$ cat src/rtl/geo_pkg.sv
`timescale 1ns / 1ps
// ----------------------------------------------------------------------------
// geo_pkg
// Shared widths, stage map, constants and the arctangent table of the
// geodetic to ECEF pipeline.
// ----------------------------------------------------------------------------
package geo_pkg;

  localparam int ANGLE_WIDTH = 32;
  localparam int TRIG_STAGES = 28;

  localparam int ANG_W  = 32;
  localparam int HGT_W  = 32;
  localparam int AXIS_W = 33;
  localparam int ECC_W  = 32;
  localparam int OUT_W  = 35;
  localparam int Q30    = 30;

  localparam int CFG_IDX_W = 1;
  localparam logic [CFG_IDX_W-1:0] REG_MAJOR_AXIS = 1'd0;
  localparam logic [CFG_IDX_W-1:0] REG_ECC_SQ     = 1'd1;

  localparam int TRIG_W = 33;
  localparam int ZW     = 34;
  localparam int CORDIC_LAT = TRIG_STAGES + 1;
  localparam logic signed [TRIG_W-1:0] CORDIC_GAIN = 33'sd652032874;
  localparam logic [ANG_W-1:0] ANGLE_KEEP =
    ~((ANG_W'(1) << (ANG_W - ANGLE_WIDTH)) - ANG_W'(1));

  localparam int D_W          = Q30 + 1;
  localparam int RAD_W        = D_W + Q30;
  localparam int SQRT_STAGES  = (RAD_W + 1) / 2;
  localparam int ROOT_W       = Q30 + 1;
  localparam int ROOT_MIN_LOG = Q30 / 2;

  localparam int NUM_W      = AXIS_W + Q30 + 1;
  localparam int QUO_W      = NUM_W - ROOT_MIN_LOG;
  localparam int DIV_STAGES = QUO_W + 1;
  localparam int NH_W       = QUO_W - ECC_W;

  localparam int MUL_W = 56;
  localparam longint OUT_LIMIT = 64'd17179869183;

  localparam int ST_CORD     = CORDIC_LAT;
  localparam int ST_M1       = ST_CORD + 1;
  localparam int ST_M2       = ST_CORD + 2;
  localparam int ST_M3       = ST_CORD + 3;
  localparam int ST_M4       = ST_CORD + 4;
  localparam int ST_SQ_END   = ST_M4 + SQRT_STAGES;
  localparam int ST_DIV_END  = ST_SQ_END + DIV_STAGES;
  localparam int ST_P1       = ST_DIV_END + 1;
  localparam int ST_P2       = ST_DIV_END + 2;
  localparam int ST_P3       = ST_DIV_END + 3;
  localparam int ST_T1       = ST_DIV_END + 4;
  localparam int ST_T2       = ST_DIV_END + 5;
  localparam int ST_U1       = ST_DIV_END + 6;
  localparam int ST_U2       = ST_DIV_END + 7;
  localparam int ST_OUT      = ST_DIV_END + 8;

  typedef struct packed {
    logic signed [HGT_W-1:0]  h;
    logic signed [TRIG_W-1:0] cb;
    logic signed [TRIG_W-1:0] sb;
    logic signed [TRIG_W-1:0] cl;
    logic signed [TRIG_W-1:0] sl;
  } side_t;

  function automatic logic [31:0] atan_entry(input int i);
    logic [31:0] r;
    unique case (i)
      0:  r = 32'h20000000;
      1:  r = 32'h12E4051E;
      2:  r = 32'h09FB385B;
      3:  r = 32'h051111D4;
      4:  r = 32'h028B0D43;
      5:  r = 32'h0145D7E1;
      6:  r = 32'h00A2F61E;
      7:  r = 32'h00517C55;
      8:  r = 32'h0028BE53;
      9:  r = 32'h00145F2F;
      10: r = 32'h000A2F98;
      11: r = 32'h000517CC;
      12: r = 32'h00028BE6;
      13: r = 32'h000145F3;
      14: r = 32'h0000A2FA;
      15: r = 32'h0000517D;
      16: r = 32'h000028BE;
      17: r = 32'h0000145F;
      18: r = 32'h00000A30;
      19: r = 32'h00000518;
      20: r = 32'h0000028C;
      21: r = 32'h00000146;
      22: r = 32'h000000A3;
      23: r = 32'h00000051;
      24: r = 32'h00000029;
      25: r = 32'h00000014;
      26: r = 32'h0000000A;
      27: r = 32'h00000005;
      28: r = 32'h00000003;
      29: r = 32'h00000001;
      30: r = 32'h00000001;
      default: r = 32'h00000000;
    endcase
    return r;
  endfunction

endpackage

$ cat src/rtl/geo_isqrt.sv
`timescale 1ns / 1ps
// ----------------------------------------------------------------------------
// geo_isqrt
// Pipelined integer square root, one root bit per stage.
// ----------------------------------------------------------------------------
module geo_isqrt (
  input  logic                              clk_i,
  input  logic [geo_pkg::SQRT_STAGES-1:0]   ld_i,
  input  logic [geo_pkg::RAD_W-1:0]         rad_i,
  output logic [geo_pkg::ROOT_W-1:0]        root_o
);
  import geo_pkg::*;

  logic [RAD_W-1:0] rem_q [0:SQRT_STAGES-1];
  logic [RAD_W:0]   res_q [0:SQRT_STAGES-1];

  for (genvar i = 0; i < SQRT_STAGES; i++) begin : g_bit
    logic [RAD_W-1:0] rem_in;
    logic [RAD_W:0]   res_in, bit_w, trial;
    if (i == 0) begin : g_first
      assign rem_in = rad_i;
      assign res_in = '0;
    end else begin : g_next
      assign rem_in = rem_q[i-1];
      assign res_in = res_q[i-1];
    end
    assign bit_w = (RAD_W+1)'(1) << (2 * (SQRT_STAGES - 1 - i));
    assign trial = res_in + bit_w;
    always_ff @(posedge clk_i) begin
      if (ld_i[i]) begin
        if ({1'b0, rem_in} >= trial) begin
          rem_q[i] <= RAD_W'({1'b0, rem_in} - trial);
          res_q[i] <= (res_in >> 1) + bit_w;
        end else begin
          rem_q[i] <= rem_in;
          res_q[i] <= res_in >> 1;
        end
      end
    end
  end

  assign root_o = res_q[SQRT_STAGES-1][ROOT_W-1:0];

endmodule

$ cat config.mk
export PLATFORM = sky130hd
export DESIGN_NAME = geo_isqrt
export DESIGN_NICKNAME = d
export VERILOG_FILES = /design/src/rtl/geo_pkg.sv /design/src/rtl/geo_isqrt.sv
export SDC_FILE = /design/constraint.sdc
export NUM_CORES = 2
export LEC_CHECK = 0
export BUFFER_PORTS_ARGS = -buffer_cell sky130_fd_sc_hd__buf_2
export CAP_MARGIN = 20
export CORE_UTILIZATION = 50
export DETAILED_ROUTE_END_ITERATION = 6
export GPL_TIMING_DRIVEN = 0
export HOLD_SLACK_MARGIN = 0.1
export PLACE_DENSITY = 0.71
export SKIP_LAST_GASP = 1
export SLEW_MARGIN = 5
export SYNTH_ARGS = -nofsm -noshare
export SYNTH_HDL_FRONTEND = slang
export SYNTH_SLANG_ARGS = --single-unit
$ cat constraint.sdc
create_clock -name clk_i -period 7.9 [get_ports clk_i]
set_clock_uncertainty 0.05 [all_clocks]
set_input_delay 0.395 -clock clk_i [delete_from_list [all_inputs] [get_ports clk_i]]
set_output_delay 0.395 -clock clk_i [all_outputs]
set_load 0.005 [all_outputs]
==> metrics.csv <==
stage,metric,value,unit
logic_synthesis,syn_area,112000,um2
logic_synthesis,syn_nets,9581,
cells_and_area,area_growth,13.0,%
min_path,min_path_type,input pin to register,
global_routing,grt_pass1_vias,71174,
die,std_cell_rows,173,
clock_network,cts_tree,built,
sta,slew_violations,0,
logic_synthesis,synth_compound_area_share,9.32,%
logic_synthesis,synth_xor_area_share,6.23,%
place,dp_hpwl,215000,um
place,portBuffers,123,
sta,final.min_clock_period,5.38,ns
route,wl_per_cell,22.2,um
logic_synthesis,synthTopCellsByCount,"edfxtp_1 (2326), nand2_1 (675), inv_1 (637), nor2_1 (550), ha_1 (523)",
sta,timing.final.hold_violations,0,
die,core_area,222000,um2
clock_network,clock_latency,0.92,ns
sta,tns,0,ns
logic_synthesis,yosysMostFrequentCell,edfxtp_1,
die,die_x,475,um
logic_synthesis,yosysWarnings,0,
logic_synthesis,synth_edf_count,2326,
cells_and_area,fillers,17944,
die,initial_core_util,50.3,%
worst_setup_path,cp-start-kind,register,
global_routing,antenna_found_initial,20,
logic_synthesis,synth-async-reset-ratio,0,%
route,first_pass_iters,6,
route,drt_wl_total,281000,um
flow_run,drv_cap,0,
sta,max_freq,186,MHz
route,vias,73619,
place,dp_slack,2.65,ns
global_routing,track_usage,24.6,%
die,fp.dieH,475,um
pwr,power.total,36.3,mW
route,drc,0,
logic_synthesis,syn_avg_cell_area,12.5,um2
logic_synthesis,synth_mux_area_share,0.660,%
worst_setup_path,path_class,register to register,
outcome,status,"finished, final reports clean",
place,gp_congestion,0.960,
logic_synthesis,synth_fa_ha_area_share,5.87,%
logic_synthesis,synth_top_family_by_area,simple AND/OR/NAND/NOR gates,
clock_network,cts_max_path_buffers,3,
die,dieArea,226000,um2
logic_synthesis,netlist_instances,8964,
logic_synthesis,ys_ff_latch,2326,
die,pin_count,124,
global_routing,grt_max_degree,74,
route,ant_nets,0,
sta,fin_crit_sh,68.0,%
sta,setup_viol,0,
worst_setup_path,path_max_fanout,6,
cells_and_area,post-route-util,56.9,%
worst_setup_path,worstPathArrival,5.94,ns
cells_and_area,multi_input_area,38800,um2
logic_synthesis,synth_cell_types,101,
logic_synthesis,yosysSeqAreaShare,62.4,%
place,dpl_cell_area,117000,um2
pwr,vdd_ir_drop_max,0.214,mV
clock_network,cts.sinks,2326,
logic_synthesis,synth_ff_type,edfxtp_1,
worst_setup_path,worstSetupEndpointType,register,
global_routing,overflow,0,
pwr,power_density,287,nW/um2
pwr,leakagePower,47.1,nW
cells_and_area,final_area,126000,um2
clock_network,htreeDepth,4,
cells_and_area,layout.nets,10107,
logic_synthesis,synth-simple-area-share,12.6,%
clock_network,cts.reportedPaths.clkPinSlew,0.07,ns
cells_and_area,seqCellArea,69800,um2
worst_setup_path,cp.required,8.46,ns
clock_network,root_buffer,clkbuf_16,
route,drt-initial-drc-count,7181,
sta,rsz0062_at_grt,false,
logic_synthesis,synth_area_leaders,"edfxtp_1 (62%), ha_1 (5.8%), xnor2_1 (3.2%), xor2_1 (3.1%), nand2_1 (2.3%)",
logic_synthesis,synth_top_area_share,62.4,%
clock_network,cts-buffers-inserted,235,
route,via_per_inst,5.81,
sta,setup_slack,2.52,ns
sta,slew_headroom,20.9,%
cells_and_area,layout-drive-gt1-share,7.17,%
logic_synthesis,synth_area_leader_cell,edfxtp_1,
global_routing,grt_pass1_wl,424000,um
sta,worst_slew_pin_slew,1.18,ns
## per-layer routing
metal,track usage (%),up-vias,share of wire (%)
met2,39.9,2441,47
li1,-,34637,-
met4,6.42,4,2.3
met3,3.43,391,6.5
met1,34.6,36146,44
met5,0,-,0.012
## logic make-up (layout without fill, tap and decap cells)
logic type / Yosys count / in the layout
simple gates: 2706 / 2706
flops: 2326 / 2326
compound gates: 1695 / 1695
buf+inv: 850 / 1581
xor+xnor: 796 / 796
fa+ha+maj: 524 / 524
mux: 67 / 67
other cells: 0 / 5
## what timing repair did
action,4_1_cts,5_1_grt
resized for setup,0,0
hold endpoints to repair,244,0
buffers inserted,0,0
hold buffers,133,0
## metrics by stage
stage | std cells | hold slack, ns
floorplan | 8964 | 0.367
global placement | 12062 | 0.372
detailed placement | 12091 | 0.380
CTS | 12666 | 0.102
global route | 12672 | 0.145
finish | 12675 | 0.171
## cell type report
cell class | instances | share of cell area (%)
antenna | 5 | 0.00990
buffer | 211 | 0.730
inverter | 639 | 1.90
clock buffer | 267 | 4.75
multi-input combinational | 5788 | 30.7
timing repair buffer | 289 | 2.02
clock inverter | 175 | 1.68
tap | 2975 | 2.94
sequential | 2326 | 55.3
## where the power goes
part / internal, mW / leakage, nW / total (mW) / switching, mW
logic: 3.11 / 20.8 / 7.83 / 4.72
registers: 15.7 / 22.4 / 16.9 / 1.26
clock network: 6.65 / 3.92 / 11.6 / 4.91
## state kept, by name, indices dropped and copies added (netlist names)
name,cells
res_q,496
rem_q,1830
## cell usage in the layout, fill, tap and decap left out, drive strengths merged, types with 67 or more instances in the layout
cell type / count
dlygate4sd3: 133
nand2: 675
a21o: 195
nor4: 305
nand3: 144
nand4: 153
a21oi: 503
xnor2: 403
clkinv: 116
inv: 648
clkbuf: 467
xor2: 393
or3: 88
nor2b: 83
nor2: 550
ha: 523
o21ai: 509
nand2b: 97
or4: 67
buf: 167
nor3: 224
o21a: 90
edfxtp: 2326
## worst max-delay path: stages, from the launching register on
cell and delay [ns]:
edfxtp_1 0.40, inv_1 0.11, ha_1 0.38, nand4_1 0.11, nor2_1 0.67, o21ai_0 0.54, a2111oi_1 1.08, o21ai_0 0.38
nand2_1 0.50, nand3_1 0.34, a211oi_1 0.40, xor2_1 0.13
## final timing paths
path                            slack [ns]          start       endpoint  depth (start not counted)
worst min register to register        0.35  res_q[1][768]  res_q[1][829]                          0
worst max-delay path                  2.52  res_q[1][517]  rem_q[1][601]                         11
worst max register to register        2.52  res_q[1][517]  rem_q[1][601]                         11
worst min-delay path                  0.17      rad_i[38]   rem_q[0][38]                          2
(Power assumes the default switching activity.)
